`src/hw/rtl/cubic_bezier_point_eval_top_assert.svh`:
```
// Assertion macros for the RTL (included by cbez_queue).
`ifndef CUBIC_BEZIER_POINT_EVAL_TOP_ASSERT_SVH
`define CUBIC_BEZIER_POINT_EVAL_TOP_ASSERT_SVH

// Same-cycle implication.
`define CBEZ_ASSERT_IMP(lbl, ante, cons) \
	lbl: assert property (@(posedge clk) disable iff (!arst_n) (ante) |-> (cons)) \
		else $error("assertion failed");

// Next-cycle implication.
`define CBEZ_ASSERT_NXT(lbl, ante, cons) \
	lbl: assert property (@(posedge clk) disable iff (!arst_n) (ante) |=> (cons)) \
		else $error("assertion failed");

`endif

```
`src/hw/rtl/cbez_pkg.sv`:
```
package cbez_pkg;

	localparam int COORD_BITS  = 20;
	localparam int TIME_BITS   = 16;
	localparam int Q_BITS      = 16;
	localparam int U_BITS      = Q_BITS + 1;
	localparam int SQ_BITS     = 2 * U_BITS;
	localparam int CUBE_BITS   = 3 * U_BITS;
	localparam int W_BITS      = 33;
	localparam int PROD_BITS   = W_BITS + 1 + COORD_BITS;
	localparam int SUM_BITS    = PROD_BITS + 2;
	localparam int FRAC_DROP   = 32;
	localparam int RQ_BITS     = SUM_BITS - FRAC_DROP;
	localparam int NUM_REGS    = 8;
	localparam int REG_BITS    = 60;
	localparam int IDX_BITS    = 4;
	localparam int SEL_BITS    = $clog2(NUM_REGS);
	localparam int NUM_AXES    = 3;
	localparam int NUM_OUTS    = 6;
	localparam int QUEUE_DEPTH = 4;
	localparam int QPTR_BITS   = $clog2(QUEUE_DEPTH);
	localparam int QCNT_BITS   = QPTR_BITS + 1;

	typedef logic [U_BITS-1:0] u_t;
	typedef logic signed [COORD_BITS-1:0] coord_t;
	typedef logic [REG_BITS-1:0] reg_t;

	localparam u_t U_ONE = u_t'(1) << Q_BITS;

	function automatic coord_t coord_of(input reg_t r, input int axis);
		coord_t c;
		c = coord_t'(r[axis*COORD_BITS +: COORD_BITS]);
		return c;
	endfunction

endpackage

```
`src/hw/rtl/cbez_queue.sv`:
```
module cbez_queue (
	input  logic         clk,
	input  logic         arst_n,
	input  logic         push_valid,
	output logic         push_ready,
	input  cbez_pkg::u_t push_u,
	output logic         pop_valid,
	input  logic         pop_ready,
	output cbez_pkg::u_t pop_u
);

	localparam int PB = cbez_pkg::QPTR_BITS;
	localparam int CB = cbez_pkg::QCNT_BITS;
	localparam logic [CB-1:0] FULL_CNT = CB'(cbez_pkg::QUEUE_DEPTH);
	localparam logic [CB-1:0] ONE_CNT = CB'(1);
	localparam logic [PB-1:0] ONE_PTR = PB'(1);

	cbez_pkg::u_t  mem_q [cbez_pkg::QUEUE_DEPTH];
	logic [PB-1:0] wr_q;
	logic [PB-1:0] rd_q;
	logic [CB-1:0] cnt_q;
	logic          push;
	logic          pop;

	always_comb begin
		push_ready = cnt_q != FULL_CNT;
		pop_valid = cnt_q != '0;
		pop_u = mem_q[rd_q];
		push = push_valid && push_ready;
		pop = pop_valid && pop_ready;
	end

	always_ff @(posedge clk or negedge arst_n) begin
		if (!arst_n) begin
			wr_q <= '0;
			rd_q <= '0;
			cnt_q <= '0;
		end else begin
			if (push)
				wr_q <= wr_q + ONE_PTR;
			if (pop)
				rd_q <= rd_q + ONE_PTR;
			if (push && !pop)
				cnt_q <= cnt_q + ONE_CNT;
			else if (pop && !push)
				cnt_q <= cnt_q - ONE_CNT;
		end
	end

	always_ff @(posedge clk) begin
		if (push)
			mem_q[wr_q] <= push_u;
	end

`include "cubic_bezier_point_eval_top_assert.svh"

	`CBEZ_ASSERT_IMP(a_pop_nonempty, pop, cnt_q != '0)
	`CBEZ_ASSERT_NXT(a_cnt_up, push && !pop, cnt_q == $past(cnt_q) + ONE_CNT)
	`CBEZ_ASSERT_NXT(a_cnt_down, pop && !push, cnt_q == $past(cnt_q) - ONE_CNT)

endmodule

```
`config.mk`:
```
export PLATFORM = sky130hd
export DESIGN_NAME = cbez_queue
export DESIGN_NICKNAME = d
export VERILOG_FILES = /design/src/hw/rtl/cbez_pkg.sv /design/src/hw/rtl/cbez_queue.sv
export VERILOG_INCLUDE_DIRS = /design/src /design/src/hw/rtl
export SDC_FILE = /design/constraint.sdc
export NUM_CORES = 1
export LEC_CHECK = 0
export BUFFER_PORTS_ARGS = -buffer_cell sky130_fd_sc_hd__buf_2
export CAP_MARGIN = 20
export CORE_UTILIZATION = 51
export DETAILED_ROUTE_END_ITERATION = 8
export PLACE_DENSITY = 0.75
export RECOVER_POWER = 25
export SLEW_MARGIN = 30
export SYNTH_ARGS = -nofsm -noshare
export SYNTH_HDL_FRONTEND = slang
export SYNTH_SLANG_ARGS = --single-unit
```
`constraint.sdc`:
```
create_clock -name clk -period 1.9 [get_ports clk]
set_clock_uncertainty 0.15 [all_clocks]
set_input_delay 0.095 -clock clk [delete_from_list [all_inputs] [get_ports clk]]
set_output_delay 0.095 -clock clk [all_outputs]
set_load 0.005 [all_outputs]
```
==> results.yml <==
cts:
  h-tree-depth: 3
  clock_latency_ns: 0.33
  cts_root_buf: "clkbuf_8"
  clockBufferDepth: 2
  cts_tree: "yes"
  numCtsBuffers: 9
  cts.sinks: 75
  path_clk_slew_ns: 0.07
placed_design:
  dp_cells: 250
  globalplace.congestion: 0.774
  portBuffers: 39
routing:
  drtPass1Iterations: 4
  drtAntennaViolNets: 0
  drt_iter0_drc: 99
  wirelength_um: 5030
  vias: 1494
  avgRoutedWirePerCell_um: 17.5
  drc: 0
  avgViaCountPerCell: 5.19
synth:
  synthAdderAreaFrac_pct: 2.84
  synthSimpleGateAreaFrac_pct: 1.76
  ys_warn_count: 0
  synth_cell_type_count: 19
  synth_compound_area_share_pct: 0.387
  syn_area_per_cell_um2: 23.4
  syn_area_um2: 2910
  synth_mux_area_share_pct: 15.1
  synth_xor_area_share_pct: 1.81
  yosysSeqAreaShare_pct: 76.3
  syn_nets: 151
  synth_cells: 124
  synth_top_family_by_area: "multiplexers"
  synth-seq-cells: 75
sta:
  fin_ws_ns: -0.125
  min_period_ns: 2.02
  tightestPinTransition_ns: 0.361
  slew_headroom_pct: 75.9
  rsz0062_at_grt: "yes"
  worst_hold_slack_ns: 0.210
  fmax_mhz: 494
  finalMaxSlewViolations: 0
  setup_violations: 2
  hold_violations: 0
  period_share_pct: 107
final_layout:
  fillers: 366
  mostFrequentLayoutCells: "edfxtp_1, buf_2, dlygate4sd3_1"
  final_common_cell: "edfxtp_1"
  nNetsFinal: 238
  antenna_cells: 0
  syn2layout_area_growth_pct: 30.4
  drive_above_1_share_pct: 40.7
  final_util_pct: 68.8
  final_cells: 288
grt:
  grt_max_degree: 18
  overflow: 0
  grt_pass1_wl_um: 7950
  grt_pass1_vias: 1639
  antenna_found_initial: 0
  grt_usage_pct: 18.7
worst_setup_path:
  reg2reg_slack_ns: -0.12
  worst_ep_arrival_time_ns: 2.13
  crit_path_top_delay_cell: "or3_4"
  crit_family: "simple AND/OR/NAND/NOR gates"
  worst_ep_required_time_ns: 2.01
  path_max_fanout: 2
  crit_type: "reg2reg"
  crit_path_frequent_cell: "xor2_1"
  start_kind: "register"
  critPathBufInv: 1
  cp_slowest_stage_delay_ns: 0.41
  endpoint_kind: "register"
  path_cells: "or3_4 > nand2_4 > ha_4 > inv_2 > fa_2 > xor2_1 > nor2_1 > xor2_1"
hold_path:
  holdCritPathClass: "in2reg"
power:
  peakVddDrop_uv: 891
  powerDensity_nw_per_um2: 1500
  p_leak_uw: 0.00139
  power_uw: 5690
floorplanning:
  die-area_um2: 6000
  die_h_um: 77.5
  coreArea_um2: 5510
  fp-row-count: 27
  io_pins: 40
  start_util_pct: 52.8
  die_w_um: 77.5
outcome:
  violations: "negative setup slack"
  outcome: "finished with violations"
run:
  drv_cap: 0
[metal layers]
metal / track usage [%] / wire length (µm) / part of all wire (%)
met3: 5.76 / 154 / 3.1
met1: 21.8 / 2010 / 40
met4: 8.11 / 97 / 1.9
met2: 32.1 / 2770 / 55
met5: 0 / 0 / 0
[report_power, final]
part,internal (µW),total [µW],switching (µW)
clock,937,1480,539
combinational,1040,1880,841
sequential,2210,2330,127
total,4180,5690,1510
[worst register-to-register path, delay by kind of cell, from the launching register on]
kind	cells	cell delay (ns)
flip-flops	1	0.39
AND/OR/NAND/NOR	3	0.61
buffers and inverters	1	0.04
XOR/XNOR	2	0.32
adder cells (fa/ha/maj)	2	0.46
[kinds of logic after synthesis]
kind of cell / after synthesis
flip-flops: 75
adder cells (fa/ha/maj): 6
buffers and inverters: 7
AND/OR/NAND/NOR: 10
XOR/XNOR: 6
AO/OA/AOI/OAI: 1
multiplexers: 19
[synthesized netlist by cell type]
cell type   n  area (µm²)
a21boi_2    1        11.3
inv_1       3        11.3
or3_1       1        6.26
xnor2_1     4        35.0
dfrtp_1     7         175
mux4_1      9         236
buf_6       1        11.3
and2_1      4        25.0
buf_2       2        10.0
nand3_1     1        5.00
edfxtp_1   68        2040
buf_12      1        20.0
fa_1        1        20.0
nor2_1      2        7.51
xor2_1      2        17.5
mux2_2      2        22.5
mux4_2      8         180
ha_1        5        62.6
nand2_1     2        7.51
[worst paths after layout]
check                                     start                   end  cells after the start
max                        cnt_q[1]$_DFFE_PN0P_  cnt_q[2]$_DFFE_PN0P_                      8
min                                  push_valid   wr_q[0]$_DFFE_PN0P_                      4
max reg2reg                cnt_q[1]$_DFFE_PN0P_  cnt_q[2]$_DFFE_PN0P_                      8
min reg2reg                 wr_q[1]$_DFFE_PN0P_   wr_q[1]$_DFFE_PN0P_                      1
max in group asynchronous                arst_n   rd_q[0]$_DFFE_PN0P_                      3
min in group asynchronous                arst_n  cnt_q[2]$_DFFE_PN0P_                      3
[sequential cells by signal (all words and copies together) (netlist names)]
name,count
rd_q,2
mem_q,68
cnt_q,3
wr_q,2
[per-stage QoR]
stage / worst slack (ns) / setup TNS, ns / area [µm²]
floorplan: -0.101 / -0.188 / 2940
global placement: -0.0285 / -0.0442 / 3340
detailed placement: -0.155 / -0.245 / 3340
CTS: -0.148 / -0.224 / 3800
global route: -0.199 / -0.324 / 3790
finish: -0.125 / -0.196 / 3790
[repair_timing]
action,in CTS,in global routing
pin swaps,3,0
gates resized for setup,2,11
hold buffers,20,0
endpoints found under the setup margin,4,14
gates cloned,0,1
endpoints found under the hold margin,76,0
setup buffers,1,0
[cell type report]
type / instances / area [µm²] / area share (%)
tap: 72 / 90.1 / 2.38
clock buffer: 11 / 151 / 3.99
sequential: 75 / 2220 / 58.5
multi-input combinational: 42 / 652 / 17.2
timing repair buffer: 80 / 568 / 15.0
inverter: 3 / 11.3 / 0.297
clock inverter: 5 / 98.8 / 2.61
(Power assumes the default switching activity.)
