$ cat config.mk
export PLATFORM = sky130hd
export DESIGN_NAME = cbez_front
export DESIGN_NICKNAME = d
export VERILOG_FILES = /design/src/hw/rtl/cubic_bezier_point_eval_top_assert.svh /design/src/hw/rtl/cbez_pkg.sv /design/src/hw/rtl/cbez_front.sv
export SDC_FILE = /design/constraint.sdc
export NUM_CORES = 1
export LEC_CHECK = 0
export ABC_AREA = 1
export BUFFER_PORTS_ARGS = -buffer_cell sky130_fd_sc_hd__buf_2
export CELL_PAD_IN_SITES_DETAIL_PLACEMENT = 1
export CELL_PAD_IN_SITES_GLOBAL_PLACEMENT = 1
export CORE_ASPECT_RATIO = 0.8
export CORE_MARGIN = 2
export CORE_UTILIZATION = 53
export CTS_CLUSTER_SIZE = 14
export DETAILED_ROUTE_END_ITERATION = 10
export GPL_TIMING_DRIVEN = 0
export PLACE_DENSITY = 0.83
export REMOVE_ABC_BUFFERS = 1
export SLEW_MARGIN = 25
export SYNTH_ARGS = -nofsm -noshare
export SYNTH_HDL_FRONTEND = slang
export SYNTH_SLANG_ARGS = --single-unit
$ cat constraint.sdc
create_clock -name clk -period 16 [get_ports clk]
set_clock_uncertainty 0.1 [all_clocks]
set_input_delay 1.6 -clock clk [delete_from_list [all_inputs] [get_ports clk]]
set_output_delay 1.6 -clock clk [all_outputs]
set_load 0.02 [all_outputs]
$ cat src/hw/rtl/cubic_bezier_point_eval_top_assert.svh
// Assertion macros for the RTL (included by cbez_queue).
`ifndef CUBIC_BEZIER_POINT_EVAL_TOP_ASSERT_SVH
`define CUBIC_BEZIER_POINT_EVAL_TOP_ASSERT_SVH

// Same-cycle implication.
`define CBEZ_ASSERT_IMP(lbl, ante, cons) \
	lbl: assert property (@(posedge clk) disable iff (!arst_n) (ante) |-> (cons)) \
		else $error("assertion failed");

// Next-cycle implication.
`define CBEZ_ASSERT_NXT(lbl, ante, cons) \
	lbl: assert property (@(posedge clk) disable iff (!arst_n) (ante) |=> (cons)) \
		else $error("assertion failed");

`endif

$ cat src/hw/rtl/cbez_pkg.sv
package cbez_pkg;

	localparam int COORD_BITS  = 20;
	localparam int TIME_BITS   = 16;
	localparam int Q_BITS      = 16;
	localparam int U_BITS      = Q_BITS + 1;
	localparam int SQ_BITS     = 2 * U_BITS;
	localparam int CUBE_BITS   = 3 * U_BITS;
	localparam int W_BITS      = 33;
	localparam int PROD_BITS   = W_BITS + 1 + COORD_BITS;
	localparam int SUM_BITS    = PROD_BITS + 2;
	localparam int FRAC_DROP   = 32;
	localparam int RQ_BITS     = SUM_BITS - FRAC_DROP;
	localparam int NUM_REGS    = 8;
	localparam int REG_BITS    = 60;
	localparam int IDX_BITS    = 4;
	localparam int SEL_BITS    = $clog2(NUM_REGS);
	localparam int NUM_AXES    = 3;
	localparam int NUM_OUTS    = 6;
	localparam int QUEUE_DEPTH = 4;
	localparam int QPTR_BITS   = $clog2(QUEUE_DEPTH);
	localparam int QCNT_BITS   = QPTR_BITS + 1;

	typedef logic [U_BITS-1:0] u_t;
	typedef logic signed [COORD_BITS-1:0] coord_t;
	typedef logic [REG_BITS-1:0] reg_t;

	localparam u_t U_ONE = u_t'(1) << Q_BITS;

	function automatic coord_t coord_of(input reg_t r, input int axis);
		coord_t c;
		c = coord_t'(r[axis*COORD_BITS +: COORD_BITS]);
		return c;
	endfunction

endpackage

$ cat src/hw/rtl/cbez_front.sv
module cbez_front (
	input  logic                                 clk,
	input  logic                                 arst_n,
	input  logic                                 in_valid,
	output logic                                 in_ready,
	input  logic [cbez_pkg::TIME_BITS-1:0]       elapsed,
	input  logic [cbez_pkg::TIME_BITS-1:0]       span,
	output logic                                 out_valid,
	input  logic                                 out_ready,
	output cbez_pkg::u_t                         u
);

	localparam int TB = cbez_pkg::TIME_BITS;
	localparam int QB = cbez_pkg::Q_BITS;
	localparam int LAST = QB;

	logic          vld_q [LAST+1];
	logic [TB-1:0] rem_q [LAST+1];
	logic [TB-1:0] div_q [LAST+1];
	logic [QB-1:0] quo_q [LAST+1];
	logic          sat_q [LAST+1];

	logic [TB:0]   shl   [LAST+1];
	logic [TB:0]   dif   [LAST+1];
	logic          ge    [LAST+1];
	logic          adv;

	always_comb begin
		adv = !vld_q[LAST] || out_ready;
		in_ready = adv;
		out_valid = vld_q[LAST];
		u = sat_q[LAST] ? cbez_pkg::U_ONE : {1'b0, quo_q[LAST]};
	end

	always_comb begin
		shl[0] = '0;
		dif[0] = '0;
		ge[0] = 1'b0;
		for (int k = 1; k <= LAST; k++) begin
			shl[k] = {rem_q[k-1], 1'b0};
			dif[k] = shl[k] - {1'b0, div_q[k-1]};
			ge[k] = shl[k] >= {1'b0, div_q[k-1]};
		end
	end

	always_ff @(posedge clk or negedge arst_n) begin
		if (!arst_n) begin
			for (int k = 0; k <= LAST; k++)
				vld_q[k] <= 1'b0;
		end else if (adv) begin
			vld_q[0] <= in_valid;
			for (int k = 1; k <= LAST; k++)
				vld_q[k] <= vld_q[k-1];
		end
	end

	always_ff @(posedge clk) begin
		if (adv) begin
			rem_q[0] <= elapsed;
			div_q[0] <= span;
			quo_q[0] <= '0;
			sat_q[0] <= (span == '0) || (elapsed >= span);
			for (int k = 1; k <= LAST; k++) begin
				div_q[k] <= div_q[k-1];
				sat_q[k] <= sat_q[k-1];
				rem_q[k] <= ge[k] ? dif[k][TB-1:0] : shl[k][TB-1:0];
				quo_q[k] <= {quo_q[k-1][QB-2:0], ge[k]};
			end
		end
	end

endmodule

==> impl_metrics.ini, run 1 <==
[global_routing]
grt_pass1_vias = 34271
grt-ovfl-total = 0
grt_use_met2_pct = 51.94
gr-usage-met3_pct = 3.456
grt_first_pass_wirelength_um = 186300
grt_max_degree = 58
grt_usage_pct = 29.88
use_met1_pct = 38.33
antenna_found_initial = 0
grt_most_used_layer = met2

[final_layout]
post-route-util_pct = 58.31
antenna_cells = 0
syn_to_final_growth_pct = 9.178
nets = 5185
drive_gt1_share_pct = 6.899

[clock_network]
cts_buffer_depth = 3
htreeDepth = 3
cts_root_buf = clkbuf_16
cts_resized = 0
hold_buffers = 0
post_cts_buffers = 0
clk_pin_slew_ns = 0.06
cts_tree = built
cts_made_buffers = 73
clock_latency_ns = 0.64
cts.sinks = 682

[logic_synthesis]
synthMuxAreaShare_pct = 0.4115
ys.flop_type = edfxtp_1
syn_inst = 4772
seq_area_frac_synth_pct = 49.68
synth-seq-cells = 682
synth_area_um2 = 41050
yosysUniqueCellTypes = 42
synth_top_family_by_area = simple AND/OR/NAND/NOR gates
async_flop_share_pct = 2.493
synth_xor_area_share_pct = 2.198
avgSynthCellArea_um2 = 8.602
synth-simple-area-share_pct = 27.23
yosys_warnings = 0
synth_compound_area_share_pct = 2.329
synth_fa_ha_area_share_pct = 8.992
synth_edf_count = 665

[drt]
drt_iter0_markers = 2268
wl_per_cell_um = 19.88
vias = 32255
drt-pass1-iter-count = 7
final_antenna_net_count = 0
routed_via_density = 5.433
routed_wl_um = 118000
drc = 0

[sta]
hold_viol = 0
worstMarginPinSlew_ns = 0.8384
post-route-period-util_pct = 36.02
final-setup-viol-count = 0
max_freq_mhz = 173.5
rsz0062_at_grt = false
finalCriticalPeriod_ns = 5.764
max_slew_margin_pct = 44.11
whs_ns = 0.3098
slew_viol_final = 0

[floorplanning]
start_util_pct = 53.41
die_w_um = 315.2
ios = 55
die_area_um2 = 79710
core_area_um2 = 76860
rows = 91
die_h_um = 252.9

[worst_hold_path]
hp-class = flip-flop to flip-flop
hp-start = quo_q[0][228]

[placement]
portBuffers = 54
place_hpwl_um = 89220
routabilityCongestion = 0.8633

[critical_path]
crit_arrival_ns = 4.06
worst_ep_required_time_ns = 14.30
rr_startpoint = out_valid
crit_path_start_kind = input port
critPathMaxStageDelay_ns = 0.42
startpoint = out_ready
cpMostUsedCell = buf_16
critPathKind = input port to output port
crit_chain = buf_2 -> inv_1 -> nand2_4 -> buf_16 -> buf_16 -> buf_16 -> buf_16 -> buf_12 -> buf_2
critPathMaxFanout = 57
cp_slowest_cell = nand2_4
cp-end-kind = output port

[run]
drv_cap = 0

[run_status]
status = finished clean
## through the flow
step	cell area, µm²	instances	setup TNS, ns	setup WS, ns
global route	44820	5937	0	10.07
detailed placement	42540	5811	0	10.24
CTS	44820	5937	0	10.24
finish	44820	5937	0	10.24
global placement	42190	5798	-4828.50	-8.988
floorplan	40640	4721	-1098.44	-2.256
## worst max-delay path, delay by kind of cell
family	cells	cell delay, ns
buffers and inverters	8	1.87
AND/OR/NAND/NOR	1	0.42
## cell families after synthesis
logic type | Yosys count
xor+xnor | 103
flops | 682
fa+ha+maj | 286
buf+inv | 940
compound gates | 187
mux | 15
simple gates | 2559
## worst paths after layout
kind | depth (start not counted) | slack (ns) | end
worst max-delay path | 9 | 10.24 | in_ready
worst min-delay path | 0 | 0.31 | quo_q[0][245]
worst max register to register | 6 | 13.04 | rem_q[0][111]
worst min register to register | 0 | 0.31 | quo_q[0][245]
max in group asynchronous | 1 | 14.73 | vld_q[6]
min in group asynchronous | 1 | 0.78 | vld_q[16]
## state kept, by name, indices dropped and copies added, names as in the netlist
name       flops
vld_q         16
div_q        256
rem_q        256
sat_q         17
quo_q        136
out_valid      1
## routing by layer
layer | up-vias | wire length (µm)
met1 | 15763 | 50910
met3 | 259 | 4941
li1 | 15418 | -
met4 | 0 | 4396
met2 | 815 | 57780
met5 | - | 0
## Yosys cell counts, drive strengths merged, types with 17 or more instances
| library cell | n | area [µm²] |
|---|---|---|
| nand2 | 1750 | 6766 |
| xor2 | 70 | 613.1 |
| dfrtp | 17 | 425.4 |
| a21oi | 158 | 790.8 |
| buf | 46 | 386.6 |
| nand3b | 57 | 427.9 |
| nand3 | 319 | 1712 |
| ha | 271 | 3391 |
| nor2 | 256 | 1116 |
| edfxtp | 665 | 19970 |
| o21ai | 24 | 127.6 |
| or2 | 20 | 125.1 |
| nand4 | 71 | 444.2 |
| inv | 889 | 3352 |
| and2 | 46 | 287.8 |
| nor3 | 36 | 241.5 |
| xnor2 | 33 | 289.0 |
## placed cells by master (no fill, tap or decap), types with 3 or more instances in the layout
| cell | instances |
|---|---|
| o21ai_0 | 22 |
| xor2_1 | 70 |
| or2_0 | 4 |
| bufinv_16 | 6 |
| nand3b_1 | 57 |
| nand3_1 | 296 |
| or2_1 | 10 |
| nand2_4 | 18 |
| or2_2 | 6 |
| buf_2 | 54 |
| nor3_1 | 25 |
| inv_6 | 3 |
| inv_2 | 5 |
| nor2_4 | 4 |
| clkinv_2 | 16 |
| nor3_2 | 10 |
| nor2_2 | 50 |
| inv_4 | 6 |
| nor2_1 | 202 |
| fa_1 | 15 |
| edfxtp_1 | 665 |
| clkinv_1 | 12 |
| clkbuf_1 | 12 |
| nand3_2 | 23 |
| ha_1 | 271 |
| inv_1 | 878 |
| nand2_1 | 1704 |
| clkbuf_16 | 75 |
| xnor2_1 | 33 |
| and2_1 | 46 |
| nand4_1 | 71 |
| buf_16 | 11 |
| mux2_2 | 15 |
| a21oi_1 | 158 |
| nand2_2 | 28 |
| dfrtp_1 | 17 |
## cell type report
type	count	area (µm²)
Fill cell	9081	32040
Tap cell	1023	1280
Multi-Input combinational cell	3150	16900
Clock buffer	88	1936
Sequential cell	682	20390
Inverter	889	3352
Clock inverter	38	340.3
Timing Repair Buffer	67	613.1
Power of run 1 is not shown: default switching activity piles up to over one toggle a cycle in this logic, so the estimate is an artifact.
==> run 2: changes to the inputs <==
CORE_UTILIZATION = 45   (was 53)
PLACE_DENSITY = 0.74   (was 0.83)
clock period = 4.63 ns   (was 16 ns; I/O delays follow)
==> impl_metrics.ini, run 2 (same netlist as run 1, synthesis figures left out) <==
[run_status]
status = finished clean

[critical_path]
critPathKind = flip-flop to output port
r2r_cells = 7
critPathMaxStageDelay_ns = 0.48
worst_ep_required_time_ns = 4.07
r2r_setup_slack_ns = 1.50
crit_chain = nand2_4 -> buf_16 -> buf_12 -> buf_12 -> buf_12 -> buf_12 -> buf_12 -> buf_2
crit_arrival_ns = 3.56
r2r-end = div_q[0][91]
crit_path_start_kind = flip-flop
rr_startpoint = out_valid
cp-end-kind = output port
cp_slowest_cell = nand2_4
cpMostUsedCell = buf_12
critPathMaxFanout = 52

[final_layout]
top_regs = div_q (256), rem_q (256), quo_q (136)
syn_to_final_growth_pct = 11.15
final_common_cell = nand2_1
post-route-util_pct = 50.25
final_cell_mix = 1704 x nand2_1, 878 x inv_1, 665 x edfxtp_1
fillers = 10705
final_area_um2 = 45630
nets = 5224
drive_gt1_share_pct = 7.051

[drt]
drc = 0
routed_wl_um = 112100
vias = 31304
wl_per_cell_um = 18.14
routed_via_density = 5.068
drt-pass1-iter-count = 5
drt_iter0_markers = 2029
final_antenna_net_count = 0

[sta]
post-route-period-util_pct = 88.94
final-setup-viol-count = 0
rsz0062_at_grt = false
fin_ws_ns = 0.5120
slew_viol_final = 0
finalCriticalPeriod_ns = 4.118
max_slew_margin_pct = 59.22
max_freq_mhz = 242.8
hold_viol = 0
worstMarginPinSlew_ns = 0.6112

[placement]
place_hpwl_um = 86670
place_ws_ns = 0.9634
place_area_um2 = 42780
portBuffers = 54
routabilityCongestion = 0.8602

[clock_network]
post_cts_buffers = 0
cts_root_buf = clkbuf_16
cts_buffer_depth = 3
cts.sinks = 682
htreeDepth = 3
clk_pin_slew_ns = 0.06
clock_latency_ns = 0.65
cts_tree = built
cts_made_buffers = 76

[global_routing]
grt_usage_pct = 24.22
grt-ovfl-total = 0
antenna_found_initial = 2
grt_max_degree = 57
grt_first_pass_wirelength_um = 178700
grt_pass1_vias = 32595

[floorplanning]
start_util_pct = 45.21
ios = 55
die_h_um = 274.1
die_w_um = 341.7
die_area_um2 = 93670
rows = 99
core_area_um2 = 90800

[run]
drv_cap = 0

[worst_hold_path]
hp-class = input port to async pin
==> run 2: worst max path at each step <==
stage	to	from	slack [ns]
6_report	in_ready	out_valid	0.51
4_1_cts	in_ready	out_valid	0.43
3_3_place_gp	in_ready	out_ready	-18.53
2_1_floorplan	vld_q[10]	out_ready	-12.49
3_5_place_dp	in_ready	out_ready	0.96
5_1_grt	in_ready	out_valid	0.27
==> run 2: per-stage QoR <==
step / instances / hold WS (ns) / setup TNS [ns]
final: 6177 / 0.2107 / 0
after global routing: 6176 / 0.2312 / 0
after CTS: 6176 / 0.1930 / 0
after detailed placement: 6002 / 0.3052 / 0
after global placement: 5987 / 0.2969 / -
after floorplan: 4721 / 0.06741 / -8121.56
==> run 2: area by class of cell <==
type	count	area [µm²]	share of cell area, %
Sequential cell	682	20390	44.70
Multi-Input combinational cell	3150	16900	37.04
Inverter	889	3352	7.347
Clock buffer	97	2097	4.596
Tap cell	1212	1516	3.324
Timing Repair Buffer	103	958.4	2.101
Clock inverter	43	402.9	0.8830
Antenna cell	1	2.502	0.005485
==> run 2: per-layer routing <==
metal	GRT usage, %	wire, µm	vias to the layer above
li1	-	-	15511
met5	0	0	-
met4	6.620	2766	0
met1	32.70	52080	15145
met2	41.31	53520	475
met3	2.704	3708	173
==> run 2: repair_timing <==
item | CTS | global route
gates resized for setup | 0 | 0
setup endpoints to repair | 0 | 0
hold endpoints to repair | 50 | 0
hold buffers | 34 | 0
==> run 2: critical path, delay by kind of cell (launching register included) <==
family / cells / cell delay [ns]
buf+inv: 7 / 1.87
simple gates: 1 / 0.48
flops: 1 / 0.41
Power of run 2 is left out for the same reason.
==> run 3: changes to the inputs <==
PLACE_DENSITY = 0.77   (was 0.74)
REMOVE_ABC_BUFFERS = default   (was 1)
==> impl_metrics.ini, run 3 (same netlist as run 1, synthesis figures left out) <==
[run_status]
status = finished clean

[drt]
vias = 31887
final_antenna_net_count = 0
drc = 0
drt_iter0_markers = 2458
drt-pass1-iter-count = 5
routed_wl_um = 113600
routed_via_density = 5.127
wl_per_cell_um = 18.27

[global_routing]
grt_usage_pct = 24.44
use_met1_pct = 36.14
grt_pass1_vias = 32919
grt_max_degree = 103
grt_use_met2_pct = 38.51
grt_most_used_layer = met2
gr-usage-met3_pct = 2.870
antenna_found_initial = 4
grt-ovfl-total = 0
grt_first_pass_wirelength_um = 180600

[clock_network]
cts_resized = 0
hold_buffers = 34
cts_root_buf = clkbuf_16
clock_latency_ns = 0.65
cts_buffer_depth = 3
cts_tree = built
htreeDepth = 3
cts_made_buffers = 75
post_cts_buffers = 0
cts.sinks = 682
clk_pin_slew_ns = 0.06

[sta]
hold_viol = 0
max_slew_margin_pct = 52.88
final-setup-viol-count = 0
post-route-period-util_pct = 91.27
rsz0062_at_grt = false
whs_ns = 0.1830
slew_viol_final = 0
max_freq_mhz = 236.6
worstMarginPinSlew_ns = 0.7067
finalCriticalPeriod_ns = 4.226

[critical_path]
crit_path_start_kind = flip-flop
r2r_cells = 7
worst_ep_required_time_ns = 4.07
cp-end-kind = output port
crit_arrival_ns = 3.66
critPathKind = flip-flop to output port
critPathMaxFanout = 94

[floorplanning]
start_util_pct = 45.21
die_w_um = 341.7
die_area_um2 = 93670
rows = 99
core_area_um2 = 90800
die_h_um = 274.1
ios = 55

[final_layout]
final_area_um2 = 45870
top_regs = div_q (256), rem_q (256), quo_q (136)
multiInputGateArea_um2 = 16890
final_common_cell = nand2_1
syn_to_final_growth_pct = 11.74
final_cell_mix = 1705 x nand2_1, 878 x inv_1, 665 x edfxtp_1
seqCellArea_um2 = 20390
fillers = 10712
drive_gt1_share_pct = 7.851
nets = 5267
post-route-util_pct = 50.52
stdcell_count = 6219

[logic_synthesis]
synth_nets = 5094

[placement]
routabilityCongestion = 0.8870
place_hpwl_um = 89220
portBuffers = 54
place_area_um2 = 43070
dp.cells = 6046

[worst_hold_path]
hp-class = input port to async pin

[run]
drv_cap = 0
-- run 3: cell types whose count changed in the layout (fill, tap and decap cells not counted), sizes merged --
| cell | delta |
|---|---|
| buf | +39 |
| clkbuf | +8 |
| clkinvlp | -4 |
| clkinv | -3 |
| inv | +2 |
-- run 3: final timing paths --
| check | startpoint | to | slack (ns) |
|---|---|---|---|
| min in group clk | quo_q[0][195] | quo_q[0][212] | 0.31 |
| min reg2reg | quo_q[0][195] | quo_q[0][212] | 0.31 |
| max | out_valid | in_ready | 0.40 |
| max reg2reg | out_valid | div_q[0][99] | 0.96 |
| min | arst_n | vld_q[2] | 0.18 |
| max in group asynchronous | arst_n | vld_q[8] | 3.96 |
-- run 3: worst max-delay path: stages, from the launching register on --
cell and delay (ns):
dfrtp_1 0.37, nand2_1 0.36, buf_8 0.28, buf_16 0.36, buf_16 0.42, buf_16 0.35, buf_16 0.36, buf_2 0.24
-- run 3: per-stage QoR --
stage	setup WS, ns	TNS [ns]
2_1_floorplan	0.3712	0
3_3_place_gp	-1.238	-424.41
3_5_place_dp	0.7193	0
4_1_cts	0.3469	0
5_1_grt	0.1593	0
6_report	0.4042	0
-- run 3: layout make-up --
type                            count  area share [%]
Sequential cell                   682           44.46
Multi-Input combinational cell   3150           36.83
Inverter                          889           7.308
Clock buffer                      100           4.479
Tap cell                         1212           3.306
Timing Repair Buffer               96           1.811
Buffer                             51          0.9166
Clock inverter                     38          0.8784
Antenna cell                        1        0.005456
-- run 3: metal layers --
metal,vias to the layer above,routed length (µm)
li1,15601,-
met1,15510,56170
met2,629,50200
met3,147,5223
met4,0,2049
met5,-,0
Power of run 3 is left out for the same reason.
